[src/rtl/stq_pkg.sv]
`timescale 1ns / 1ps
// ----------------------------------------------------------------------------
// stq_pkg
// shared types, codes and sizes of the sorted timer queue
// ----------------------------------------------------------------------------
package stq_pkg;

   localparam int QueueDepthDef  = 16;
   localparam int StaticSlotsDef = 32;
   localparam int NumHandles     = 16;

   typedef enum logic [1:0] {
      CMD_SET  = 2'd0,
      CMD_DEL  = 2'd1,
      CMD_TICK = 2'd2,
      CMD_ARM  = 2'd3
   } cmd_type;

   typedef enum logic [2:0] {
      KIND_SET_OK      = 3'd0,
      KIND_SET_FULL    = 3'd1,
      KIND_DELETED     = 3'd2,
      KIND_NOT_PENDING = 3'd3,
      KIND_ARMED       = 3'd4,
      KIND_TIMER_EXP   = 3'd5,
      KIND_STATIC_EXP  = 3'd6,
      KIND_NOTHING_DUE = 3'd7
   } kind_type;

   // one entry of the sorted list
   typedef struct packed {
      logic [3:0]  handle;
      logic [31:0] expiry;
   } entry_type;

   typedef struct packed {
      kind_type    kind;
      logic [3:0]  handle;
      logic [4:0]  slot;
      logic [31:0] arg;
   } result_type;

endpackage

[src/rtl/stq_ifs.sv]
`timescale 1ns / 1ps
// ----------------------------------------------------------------------------
// stq interfaces
// command and result channels with valid/ready handshake
// ----------------------------------------------------------------------------
interface stq_req_if;
   logic        valid;
   logic        ready;
   logic [1:0]  cmd;
   logic [3:0]  handle;
   logic [4:0]  slot;
   logic [31:0] expiry;
   logic [31:0] callback_arg;
   logic [31:0] now;

   modport source (output valid, cmd, handle, slot, expiry, callback_arg, now,
                   input ready);
   modport sink (input valid, cmd, handle, slot, expiry, callback_arg, now,
                 output ready);
endinterface

interface stq_rsp_if;
   logic        valid;
   logic        ready;
   logic [2:0]  kind;
   logic [3:0]  out_handle;
   logic [4:0]  out_slot;
   logic [31:0] out_arg;
   logic        last;

   modport source (output valid, kind, out_handle, out_slot, out_arg, last,
                   input ready);
   modport sink (input valid, kind, out_handle, out_slot, out_arg, last,
                 output ready);
endinterface

[src/rtl/stq_ram.sv]
`timescale 1ns / 1ps
// ----------------------------------------------------------------------------
// stq_ram
// simple dual-port ram, one write and one registered read per cycle
// ----------------------------------------------------------------------------
module stq_ram #(
   parameter int WIDTH = 32,
   parameter int DEPTH = 16,
   parameter int AW    = (DEPTH > 1) ? $clog2(DEPTH) : 1
) (
   input  logic             clock,
   input  logic             wr_en,
   input  logic [AW-1:0]    wr_addr,
   input  logic [WIDTH-1:0] wr_data,
   input  logic             rd_en,
   input  logic [AW-1:0]    rd_addr,
   output logic [WIDTH-1:0] rd_data
);

   logic [WIDTH-1:0] mem_ff [DEPTH];
   logic [WIDTH-1:0] rd_data_ff;

   always_ff @(posedge clock) begin
      if (wr_en) begin
         mem_ff[wr_addr] <= wr_data;
      end
      if (rd_en) begin
         rd_data_ff <= mem_ff[rd_addr];
      end
   end

   assign rd_data = rd_data_ff;

endmodule

[src/rtl/sorted_timer_queue.sv]
`timescale 1ns / 1ps
// set and delete walk the queued entries (the unlink and insert walks read one list entry a cycle);
// arm writes its static slot; tick handles each expired timer in turn, moves the remaining entries
// down to close the gap, then scans every static slot.
// throughput: one item at a time; the list memory port sets the pace.
// reset: synchronous; queue empty, no timer pending, no static slot active. no clearing pass.
// ----------------------------------------------------------------------------
// sorted_timer_queue
// timers kept in a list memory sorted by expiry, plus static slots
// ----------------------------------------------------------------------------
module sorted_timer_queue #(
   parameter int QUEUE_DEPTH  = stq_pkg::QueueDepthDef,
   parameter int STATIC_SLOTS = stq_pkg::StaticSlotsDef
) (
   input  logic        clock,
   input  logic        reset,
   stq_req_if.sink     req_chan,
   stq_rsp_if.source   rsp_chan
);

   localparam int AW = $clog2(QUEUE_DEPTH);
   localparam int CW = $clog2(QUEUE_DEPTH + 1);
   localparam int SW = (STATIC_SLOTS > 1) ? $clog2(STATIC_SLOTS) : 1;
   localparam int EW = $bits(stq_pkg::entry_type);

   typedef enum logic [3:0] {
      ST_IDLE, ST_UNL, ST_SET_CHK, ST_INS, ST_INS_ZERO, ST_TK_RD, ST_TK_CHK,
      ST_TK_ARG, ST_TK_PUSH, ST_CMP, ST_SL_RD, ST_SL_CMP, ST_SL_PUSH, ST_FINAL
   } state_type;

   state_type                   state_ff, state_in;
   stq_pkg::cmd_type            cmd_ff, cmd_in;
   logic [3:0]                  hdl_ff, hdl_in;
   logic [31:0]                 exp_ff, exp_in;
   logic [31:0]                 arg_ff, arg_in;
   logic [31:0]                 now_ff, now_in;
   logic [CW-1:0]               count_ff, count_in;
   logic [stq_pkg::NumHandles-1:0] pend_ff, pend_in;
   logic [STATIC_SLOTS-1:0]     active_ff, active_in;
   logic [CW-1:0]               widx_ff, widx_in;
   logic                        rvld_ff, rvld_in;
   logic [AW-1:0]               ridx_ff, ridx_in;
   logic                        found_ff, found_in;
   logic                        iss_ff, iss_in;
   logic [CW-1:0]               kcnt_ff, kcnt_in;
   logic [SW-1:0]               sidx_ff, sidx_in;
   stq_pkg::result_type         new_ff, new_in;
   stq_pkg::result_type         hold_ff, hold_in;
   logic                        hold_vld_ff, hold_vld_in;
   stq_pkg::result_type         rsp_ff, rsp_in;
   logic                        rsp_last_ff, rsp_last_in;
   logic                        rsp_vld_ff, rsp_vld_in;

   logic                        ord_we, ord_re;
   logic [AW-1:0]               ord_wa, ord_ra;
   stq_pkg::entry_type          ord_wd, ord_rd;
   logic [EW-1:0]               ord_rd_raw;
   logic                        arg_we, arg_re;
   logic [3:0]                  arg_wa, arg_ra;
   logic [31:0]                 arg_wd, arg_rd;
   logic                        sl_we, sl_re;
   logic [SW-1:0]               sl_wa, sl_ra;
   logic [31:0]                 sl_wd, sl_rd;

   logic                        out_free;
   logic                        accept;
   stq_pkg::entry_type          new_entry;

   stq_ram #(.WIDTH(EW), .DEPTH(QUEUE_DEPTH), .AW(AW)) u_order_ram (
      .clock(clock), .wr_en(ord_we), .wr_addr(ord_wa), .wr_data(ord_wd),
      .rd_en(ord_re), .rd_addr(ord_ra), .rd_data(ord_rd_raw)
   );

   stq_ram #(.WIDTH(32), .DEPTH(stq_pkg::NumHandles), .AW(4)) u_arg_ram (
      .clock(clock), .wr_en(arg_we), .wr_addr(arg_wa), .wr_data(arg_wd),
      .rd_en(arg_re), .rd_addr(arg_ra), .rd_data(arg_rd)
   );

   stq_ram #(.WIDTH(32), .DEPTH(STATIC_SLOTS), .AW(SW)) u_static_ram (
      .clock(clock), .wr_en(sl_we), .wr_addr(sl_wa), .wr_data(sl_wd),
      .rd_en(sl_re), .rd_addr(sl_ra), .rd_data(sl_rd)
   );

   assign ord_rd    = stq_pkg::entry_type'(ord_rd_raw);
   assign out_free  = !rsp_vld_ff || rsp_chan.ready;
   assign accept    = req_chan.valid && (state_ff == ST_IDLE);
   assign new_entry = '{handle: hdl_ff, expiry: exp_ff};

   assign req_chan.ready      = (state_ff == ST_IDLE);
   assign rsp_chan.valid      = rsp_vld_ff;
   assign rsp_chan.kind       = rsp_ff.kind;
   assign rsp_chan.out_handle = rsp_ff.handle;
   assign rsp_chan.out_slot   = rsp_ff.slot;
   assign rsp_chan.out_arg    = rsp_ff.arg;
   assign rsp_chan.last       = rsp_last_ff;

   always_comb begin
      state_in    = state_ff;
      cmd_in      = cmd_ff;
      hdl_in      = hdl_ff;
      exp_in      = exp_ff;
      arg_in      = arg_ff;
      now_in      = now_ff;
      count_in    = count_ff;
      pend_in     = pend_ff;
      active_in   = active_ff;
      widx_in     = widx_ff;
      rvld_in     = 1'b0;
      ridx_in     = ridx_ff;
      found_in    = found_ff;
      iss_in      = iss_ff;
      kcnt_in     = kcnt_ff;
      sidx_in     = sidx_ff;
      new_in      = new_ff;
      hold_in     = hold_ff;
      hold_vld_in = hold_vld_ff;
      rsp_in      = rsp_ff;
      rsp_last_in = rsp_last_ff;
      rsp_vld_in  = rsp_vld_ff && !rsp_chan.ready;

      ord_we = 1'b0;
      ord_wa = ridx_ff;
      ord_wd = ord_rd;
      ord_re = 1'b0;
      ord_ra = widx_ff[AW-1:0];
      arg_we = 1'b0;
      arg_wa = hdl_ff;
      arg_wd = arg_ff;
      arg_re = 1'b0;
      arg_ra = ord_rd.handle;
      sl_we  = 1'b0;
      sl_wa  = req_chan.slot[SW-1:0];
      sl_wd  = req_chan.expiry;
      sl_re  = 1'b0;
      sl_ra  = sidx_ff;

      case (state_ff)
         ST_IDLE: begin
            if (accept) begin
               cmd_in   = stq_pkg::cmd_type'(req_chan.cmd);
               hdl_in   = req_chan.handle;
               exp_in   = req_chan.expiry;
               arg_in   = req_chan.callback_arg;
               now_in   = req_chan.now;
               widx_in  = '0;
               found_in = 1'b0;
               case (stq_pkg::cmd_type'(req_chan.cmd))
                  stq_pkg::CMD_SET: begin
                     state_in = pend_ff[req_chan.handle] ? ST_UNL : ST_SET_CHK;
                  end
                  stq_pkg::CMD_DEL: begin
                     if (pend_ff[req_chan.handle]) begin
                        state_in = ST_UNL;
                     end else begin
                        hold_in     = '{kind: stq_pkg::KIND_NOT_PENDING,
                                        handle: req_chan.handle, slot: '0, arg: '0};
                        hold_vld_in = 1'b1;
                        state_in    = ST_FINAL;
                     end
                  end
                  stq_pkg::CMD_TICK: begin
                     state_in = ST_TK_RD;
                  end
                  stq_pkg::CMD_ARM: begin
                     if (int'(req_chan.slot) < STATIC_SLOTS) begin
                        sl_we = 1'b1;
                        active_in[req_chan.slot[SW-1:0]] = 1'b1;
                     end
                     hold_in     = '{kind: stq_pkg::KIND_ARMED, handle: '0,
                                     slot: req_chan.slot, arg: '0};
                     hold_vld_in = 1'b1;
                     state_in    = ST_FINAL;
                  end
                  default: begin
                     state_in = ST_IDLE;
                  end
               endcase
            end
         end

         // walk up the list, closing the gap left by the handle
         ST_UNL: begin
            if (widx_ff < count_ff) begin
               ord_re  = 1'b1;
               rvld_in = 1'b1;
               ridx_in = widx_ff[AW-1:0];
               widx_in = widx_ff + CW'(1);
            end
            if (rvld_ff) begin
               if (found_ff) begin
                  ord_we = 1'b1;
                  ord_wa = ridx_ff - AW'(1);
               end
               if (ord_rd.handle == hdl_ff) begin
                  found_in = 1'b1;
               end
               if (CW'(ridx_ff) == count_ff - CW'(1)) begin
                  rvld_in         = 1'b0;
                  count_in        = count_ff - CW'(1);
                  pend_in[hdl_ff] = 1'b0;
                  if (cmd_ff == stq_pkg::CMD_SET) begin
                     state_in = ST_SET_CHK;
                  end else begin
                     hold_in     = '{kind: stq_pkg::KIND_DELETED, handle: hdl_ff,
                                     slot: '0, arg: '0};
                     hold_vld_in = 1'b1;
                     state_in    = ST_FINAL;
                  end
               end
            end
         end

         ST_SET_CHK: begin
            if (count_ff >= CW'(QUEUE_DEPTH)) begin
               hold_in     = '{kind: stq_pkg::KIND_SET_FULL, handle: hdl_ff,
                               slot: '0, arg: '0};
               hold_vld_in = 1'b1;
               state_in    = ST_FINAL;
            end else begin
               arg_we = 1'b1;
               if (count_ff == '0) begin
                  state_in = ST_INS_ZERO;
               end else begin
                  widx_in  = count_ff - CW'(1);
                  iss_in   = 1'b1;
                  state_in = ST_INS;
               end
            end
         end

         // walk down the list, moving later entries up by one
         ST_INS: begin
            if (iss_ff) begin
               ord_re  = 1'b1;
               rvld_in = 1'b1;
               ridx_in = widx_ff[AW-1:0];
               if (widx_ff == '0) begin
                  iss_in = 1'b0;
               end else begin
                  widx_in = widx_ff - CW'(1);
               end
            end
            if (rvld_ff) begin
               ord_we = 1'b1;
               ord_wa = ridx_ff + AW'(1);
               if (ord_rd.expiry >= exp_ff) begin
                  if (ridx_ff == '0) begin
                     rvld_in  = 1'b0;
                     iss_in   = 1'b0;
                     state_in = ST_INS_ZERO;
                  end
               end else begin
                  ord_wd          = new_entry;
                  rvld_in         = 1'b0;
                  iss_in          = 1'b0;
                  count_in        = count_ff + CW'(1);
                  pend_in[hdl_ff] = 1'b1;
                  hold_in         = '{kind: stq_pkg::KIND_SET_OK, handle: hdl_ff,
                                      slot: '0, arg: '0};
                  hold_vld_in     = 1'b1;
                  state_in        = ST_FINAL;
               end
            end
         end

         ST_INS_ZERO: begin
            ord_we          = 1'b1;
            ord_wa          = '0;
            ord_wd          = new_entry;
            count_in        = count_ff + CW'(1);
            pend_in[hdl_ff] = 1'b1;
            hold_in         = '{kind: stq_pkg::KIND_SET_OK, handle: hdl_ff,
                                slot: '0, arg: '0};
            hold_vld_in     = 1'b1;
            state_in        = ST_FINAL;
         end

         ST_TK_RD: begin
            if (widx_ff < count_ff) begin
               ord_re   = 1'b1;
               state_in = ST_TK_CHK;
            end else begin
               kcnt_in  = widx_ff;
               count_in = '0;
               sidx_in  = '0;
               state_in = ST_SL_RD;
            end
         end

         ST_TK_CHK: begin
            if (ord_rd.expiry <= now_ff) begin
               arg_re                = 1'b1;
               pend_in[ord_rd.handle] = 1'b0;
               new_in.handle         = ord_rd.handle;
               widx_in               = widx_ff + CW'(1);
               state_in              = ST_TK_ARG;
            end else begin
               kcnt_in = widx_ff;
               if (widx_ff == '0) begin
                  sidx_in  = '0;
                  state_in = ST_SL_RD;
               end else begin
                  state_in = ST_CMP;
               end
            end
         end

         ST_TK_ARG: begin
            new_in   = '{kind: stq_pkg::KIND_TIMER_EXP, handle: new_ff.handle,
                         slot: '0, arg: arg_rd};
            state_in = ST_TK_PUSH;
         end

         ST_TK_PUSH: begin
            if (!hold_vld_ff) begin
               hold_in     = new_ff;
               hold_vld_in = 1'b1;
               state_in    = ST_TK_RD;
            end else if (out_free) begin
               rsp_in      = hold_ff;
               rsp_last_in = 1'b0;
               rsp_vld_in  = 1'b1;
               hold_in     = new_ff;
               state_in    = ST_TK_RD;
            end
         end

         // shift the remaining entries down past the expired ones
         ST_CMP: begin
            if (widx_ff < count_ff) begin
               ord_re  = 1'b1;
               rvld_in = 1'b1;
               ridx_in = widx_ff[AW-1:0];
               widx_in = widx_ff + CW'(1);
            end
            if (rvld_ff) begin
               ord_we = 1'b1;
               ord_wa = AW'(CW'(ridx_ff) - kcnt_ff);
               if (CW'(ridx_ff) == count_ff - CW'(1)) begin
                  rvld_in  = 1'b0;
                  count_in = count_ff - kcnt_ff;
                  sidx_in  = '0;
                  state_in = ST_SL_RD;
               end
            end
         end

         ST_SL_RD: begin
            if (active_ff[sidx_ff]) begin
               sl_re    = 1'b1;
               state_in = ST_SL_CMP;
            end else if (sidx_ff == SW'(STATIC_SLOTS - 1)) begin
               state_in = ST_FINAL;
            end else begin
               sidx_in = sidx_ff + SW'(1);
            end
         end

         ST_SL_CMP: begin
            if (sl_rd <= now_ff) begin
               active_in[sidx_ff] = 1'b0;
               new_in   = '{kind: stq_pkg::KIND_STATIC_EXP, handle: '0,
                            slot: 5'(sidx_ff), arg: '0};
               state_in = ST_SL_PUSH;
            end else if (sidx_ff == SW'(STATIC_SLOTS - 1)) begin
               state_in = ST_FINAL;
            end else begin
               sidx_in  = sidx_ff + SW'(1);
               state_in = ST_SL_RD;
            end
         end

         ST_SL_PUSH: begin
            if (!hold_vld_ff || out_free) begin
               if (hold_vld_ff) begin
                  rsp_in      = hold_ff;
                  rsp_last_in = 1'b0;
                  rsp_vld_in  = 1'b1;
               end
               hold_in     = new_ff;
               hold_vld_in = 1'b1;
               if (sidx_ff == SW'(STATIC_SLOTS - 1)) begin
                  state_in = ST_FINAL;
               end else begin
                  sidx_in  = sidx_ff + SW'(1);
                  state_in = ST_SL_RD;
               end
            end
         end

         ST_FINAL: begin
            if (out_free) begin
               if (hold_vld_ff) begin
                  rsp_in = hold_ff;
               end else begin
                  rsp_in = '{kind: stq_pkg::KIND_NOTHING_DUE, handle: '0,
                             slot: '0, arg: '0};
               end
               rsp_last_in = 1'b1;
               rsp_vld_in  = 1'b1;
               hold_vld_in = 1'b0;
               state_in    = ST_IDLE;
            end
         end

         default: begin
            state_in = ST_IDLE;
         end
      endcase
   end

   always_ff @(posedge clock) begin
      if (reset) begin
         state_ff    <= ST_IDLE;
         count_ff    <= '0;
         pend_ff     <= '0;
         active_ff   <= '0;
         rvld_ff     <= 1'b0;
         found_ff    <= 1'b0;
         iss_ff      <= 1'b0;
         hold_vld_ff <= 1'b0;
         rsp_vld_ff  <= 1'b0;
      end else begin
         state_ff    <= state_in;
         count_ff    <= count_in;
         pend_ff     <= pend_in;
         active_ff   <= active_in;
         rvld_ff     <= rvld_in;
         found_ff    <= found_in;
         iss_ff      <= iss_in;
         hold_vld_ff <= hold_vld_in;
         rsp_vld_ff  <= rsp_vld_in;
      end
      cmd_ff      <= cmd_in;
      hdl_ff      <= hdl_in;
      exp_ff      <= exp_in;
      arg_ff      <= arg_in;
      now_ff      <= now_in;
      widx_ff     <= widx_in;
      ridx_ff     <= ridx_in;
      kcnt_ff     <= kcnt_in;
      sidx_ff     <= sidx_in;
      new_ff      <= new_in;
      hold_ff     <= hold_in;
      rsp_ff      <= rsp_in;
      rsp_last_ff <= rsp_last_in;
   end

endmodule
[src/flat_wrapper.sv]
// flat-port wrapper written by rule: the top's interface ports become plain ports
module sorted_timer_queue_flat 
#(
   parameter int QUEUE_DEPTH  = stq_pkg::QueueDepthDef,
   parameter int STATIC_SLOTS = stq_pkg::StaticSlotsDef
)
  (clock, reset, req_chan_valid, req_chan_cmd, req_chan_handle, req_chan_slot, req_chan_expiry, req_chan_callback_arg, req_chan_now, req_chan_ready, rsp_chan_valid, rsp_chan_kind, rsp_chan_out_handle, rsp_chan_out_slot, rsp_chan_out_arg, rsp_chan_last, rsp_chan_ready);
  stq_req_if req_chan_i ();
  stq_rsp_if rsp_chan_i ();
  input  logic clock;
  input  logic reset;
  input wire logic [$bits(req_chan_i.valid)-1:0] req_chan_valid;
  input wire logic [$bits(req_chan_i.cmd)-1:0] req_chan_cmd;
  input wire logic [$bits(req_chan_i.handle)-1:0] req_chan_handle;
  input wire logic [$bits(req_chan_i.slot)-1:0] req_chan_slot;
  input wire logic [$bits(req_chan_i.expiry)-1:0] req_chan_expiry;
  input wire logic [$bits(req_chan_i.callback_arg)-1:0] req_chan_callback_arg;
  input wire logic [$bits(req_chan_i.now)-1:0] req_chan_now;
  output wire logic [$bits(req_chan_i.ready)-1:0] req_chan_ready;
  output wire logic [$bits(rsp_chan_i.valid)-1:0] rsp_chan_valid;
  output wire logic [$bits(rsp_chan_i.kind)-1:0] rsp_chan_kind;
  output wire logic [$bits(rsp_chan_i.out_handle)-1:0] rsp_chan_out_handle;
  output wire logic [$bits(rsp_chan_i.out_slot)-1:0] rsp_chan_out_slot;
  output wire logic [$bits(rsp_chan_i.out_arg)-1:0] rsp_chan_out_arg;
  output wire logic [$bits(rsp_chan_i.last)-1:0] rsp_chan_last;
  input wire logic [$bits(rsp_chan_i.ready)-1:0] rsp_chan_ready;
  assign req_chan_i.valid = req_chan_valid;
  assign req_chan_i.cmd = req_chan_cmd;
  assign req_chan_i.handle = req_chan_handle;
  assign req_chan_i.slot = req_chan_slot;
  assign req_chan_i.expiry = req_chan_expiry;
  assign req_chan_i.callback_arg = req_chan_callback_arg;
  assign req_chan_i.now = req_chan_now;
  assign req_chan_ready = req_chan_i.ready;
  assign rsp_chan_valid = rsp_chan_i.valid;
  assign rsp_chan_kind = rsp_chan_i.kind;
  assign rsp_chan_out_handle = rsp_chan_i.out_handle;
  assign rsp_chan_out_slot = rsp_chan_i.out_slot;
  assign rsp_chan_out_arg = rsp_chan_i.out_arg;
  assign rsp_chan_last = rsp_chan_i.last;
  assign rsp_chan_i.ready = rsp_chan_ready;
  sorted_timer_queue #(.QUEUE_DEPTH(QUEUE_DEPTH), .STATIC_SLOTS(STATIC_SLOTS)) u_core (.clock(clock), .reset(reset), .req_chan(req_chan_i), .rsp_chan(rsp_chan_i));
endmodule
[config.mk]
export PLATFORM = sky130hd
export DESIGN_NAME = sorted_timer_queue_flat
export DESIGN_NICKNAME = d
export VERILOG_FILES = /design/src/rtl/stq_pkg.sv /design/src/rtl/stq_ifs.sv /design/src/rtl/stq_ram.sv /design/src/rtl/sorted_timer_queue.sv /design/src/flat_wrapper.sv
export SDC_FILE = /design/constraint.sdc
export NUM_CORES = 2
export LEC_CHECK = 0
export BUFFER_PORTS_ARGS = -buffer_cell sky130_fd_sc_hd__buf_2
export CAP_MARGIN = 15
export CELL_PAD_IN_SITES_DETAIL_PLACEMENT = 0
export CELL_PAD_IN_SITES_GLOBAL_PLACEMENT = 2
export CORE_UTILIZATION = 35
export CTS_CLUSTER_SIZE = 25
export DETAILED_ROUTE_END_ITERATION = 6
export PLACE_DENSITY = 0.58
export SYNTH_ARGS = -nofsm -noshare
export SYNTH_HDL_FRONTEND = slang
export SYNTH_HIERARCHICAL = 1
export SYNTH_SLANG_ARGS = --single-unit
[constraint.sdc]
create_clock -name clock -period 23.2 [get_ports clock]
set_input_delay 4.64 -clock clock [delete_from_list [all_inputs] [get_ports clock]]
set_output_delay 4.64 -clock clock [all_outputs]
set_load 0.1 [all_outputs]
==> results.yml <==
floorplan:
  initial_core_util_pct: 35.2
  die_h_um: 537
  fp.coreArea_mm2: 0.285
  die-area_mm2: 0.289
  rows: 196
  io-pin-count: 158
  die_w_um: 537
route:
  drc: 0
  vias: 52800
  initialDrtViolationCount: 4904
  routed_wl_mm: 290
  wl_per_cell_um: 29.4
  detail-route-antenna-nets: 0
  firstDrtPassIters: 6
  viasPerCell: 5.35
power_and_ir_drop:
  swShare_pct: 30.0
  irDropWorstVdd_mv: 0.0898
  p_comb_share_pct: 21.4
  p_leak_uw: 0.0385
  power.switching_uw: 3890
  pwr-share-clk_pct: 34.1
  power_density_mw_per_mm2: 113
  p_seq_share_pct: 44.5
  power.internal_uw: 9090
global_routing:
  grt_first_pass_wirelength_mm: 407
  grtUsageTotal_pct: 19.9
  antenna_found_initial: 36
  grt_max_degree: 115
  grt-ovfl-total: 0
  first_global_vias: 53500
yosys:
  netlist_area_mm2: 0.100
  ys_seq_area_share_pct: 75.0
  synth_top_flop_cell: "edfxtp_1"
  ys_ff_latch: 2527
  syn_area_per_cell_um2: 18.0
  synth-edff-count: 2465
  async_flop_share_pct: 0
  mappedNetlistNets: 5817
  synthCells: 5585
  ys_warn_count: 6
  yosys.cell_types.count: 79
timing:
  max_freq_mhz: 131
  worst_pin_slew_ns: 1.32
  worst_clock_skew_ns: 0.0634
  hold_viol_final: 0
  slew_headroom_pct: 11.4
  finalCritPeriodShare_pct: 32.9
  final_max_slew_viol_count: 0
  fin_crit_ns: 7.63
  setup-tns-final_ns: 0
  rsz0062_at_grt: "no"
  setup-violations-final: 0
clock_network:
  cts_tree: "built"
  cts_buffer_depth: 4
  cts_setup_buffers: 0
  cts_sinks: 2527
  clkLatencyLatePin_ns: 0.91
  htreeDepth: 5
  numCtsBuffers: 286
  cts_hold_buf: 0
  cts_resized: 0
  clk_pin_slew_ns: 0.06
  cts-root-buf: "clkbuf_16"
placement:
  gp_congestion: 0.795
  numPortBuffers: 157
  dp_hpwl_mm: 168
worst_setup_path:
  arrival_ns: 8.12
  crit_type: "input port to flop"
  critical_path_required_ns: 23.69
  crit_fanout: 48
  start_kind: "input port"
  end_kind: "flop"
finish:
  syn2layout_area_growth_pct: 14.9
  layout-drive-gt1-share_pct: 18.1
  fill_cells: 25800
  fin_nets: 6119
  finalCoreUtilization_pct: 40.5
run_status:
  outcome: "finished clean"
hold_path:
  min_path_type: "flop to flop"
job:
  drv_cap: 0
-- final cells by class --
type	instances	area [µm²]	share of cell area (%)
sequential	2527	75300	65.3
multi-input combinational	2655	23700	20.6
clock buffer	344	7510	6.52
tap	3762	4710	4.08
timing repair buffer	321	2150	1.86
clock inverter	156	1550	1.35
inverter	96	365	0.317
antenna	18	45.0	0.0391
-- through the flow --
step	hold slack (ns)	instance area [µm²]	power [µW]	setup WS (ns)	instances
finish	0.470	115000	13000	15.57	9879
global route	0.475	115000	13500	15.43	9866
CTS	0.465	115000	13100	15.53	9853
detailed placement	0.447	106000	8690	14.58	9353
global placement	0.444	106000	8670	14.61	9352
floorplan	0.427	100000	7560	10.70	5585
-- sequential cells by signal, indices dropped and copies added, names as in the netlist, 5 cells and up --
register / flops
u_core/rsp_chan.out_arg: 32
u_core/rsp_chan.out_slot: 5
u_core/sidx_ff: 5
u_core/u_arg_ram/mem_ff: 512
u_core/widx_ff: 5
u_core/arg_ff: 32
u_core/hold_ff: 44
u_core/exp_ff: 32
u_core/u_static_ram/rd_data: 32
u_core/pend_ff: 16
u_core/u_order_ram/rd_data: 36
u_core/kcnt_ff: 5
u_core/new_ff: 43
u_core/count_ff: 5
u_core/u_order_ram/mem_ff: 576
u_core/now_ff: 32
u_core/u_arg_ram/rd_data: 32
u_core/u_static_ram/mem_ff: 1024
u_core/active_ff: 32
-- routing by layer --
layer  global-route usage (%)  part of all wire (%)  vias to the layer above  wire (µm)
li1                         -                     -                    23100          -
met1                     27.6                    44                    28000     129000
met2                     32.0                    47                     1398     137000
met3                     3.22                   5.2                      407      15200
met4                     6.29                   3.0                        8       8820
met5                        0                 0.017                        -         50
-- power groups by stage --
| stage | logic [µW] | registers [µW] | clock network, µW |
|---|---|---|---|
| floorplan | 1730 | 5830 | 0 |
| global placement | 2810 | 5870 | 0 |
| detailed placement | 2820 | 5870 | 0 |
| CTS | 2830 | 5780 | 4530 |
| global route | 3000 | 5800 | 4700 |
| finish | 2780 | 5770 | 4420 |
-- final timing paths --
check,from,endpoint,slack (ns),cells past startpoint
setup reg to reg,u_core/state_ff[1],u_core/u_order_ram/mem_ff[15][22],17.77,11
setup / recovery,req_chan_valid,u_core/u_static_ram/mem_ff[12][21],15.57,7
hold reg to reg,u_core/active_ff[10],u_core/active_ff[10],0.47,1
hold / removal,u_core/active_ff[10],u_core/active_ff[10],0.47,1
-- cell families after synthesis --
kind of cell,synth area share (%)
AO/OA/AOI/OAI,5.25
adder cells (fa/ha/maj),1.53
multiplexers,11.5
AND/OR/NAND/NOR,4.52
buffers and inverters,1.93
XOR/XNOR,0.242
flip-flops,75.0
-- critical path, cell delays in order --
cell     delay, ns
buf_2         0.12
nand2_1       0.13
inv_6         0.58
nand3_1       0.45
inv_1         0.34
or3b_2        0.77
nor2_4        0.98
-- Yosys cell counts (72+ instances only) --
cell / instances / area share [%]
edfxtp_1: 2465 / 74
mux2i_1: 525 / 5.2
nand2_1: 302 / 1.1
mux4_2: 277 / 6.2
a22oi_1: 238 / 1.8
a21oi_1: 167 / 0.83
nand3_1: 157 / 0.78
clkbuf_1: 151 / 0.57
nor2_1: 145 / 0.54
ha_1: 118 / 1.5
inv_1: 95 / 0.36
a22o_1: 82 / 0.72
o21ai_0: 75 / 0.37
nor2b_1: 72 / 0.45
-- cells in the final DEF, fill, tap and decap left out, drive strengths merged, types with 14 or more instances in the layout --
cell type / synthesis / routed
dfxtp: 62 / 62
nand4: 25 / 25
diode: 0 / 18
nand2: 302 / 302
a31oi: 65 / 65
edfxtp: 2465 / 2465
bufinv: 0 / 24
a22o: 82 / 82
ha: 118 / 118
nor2: 145 / 145
mux4: 277 / 277
xnor2: 14 / 14
nand3: 157 / 157
inv: 95 / 107
nor3: 66 / 66
o21ai: 77 / 77
nor2b: 72 / 72
nand2b: 20 / 20
buf: 151 / 320
a211oi: 22 / 22
and2: 46 / 46
clkbuf: 156 / 345
mux2i: 525 / 525
clkinv: 1 / 115
a22oi: 238 / 238
and3: 43 / 43
a21oi: 170 / 170
No activity file was read; power rests on OpenSTA's default activity.
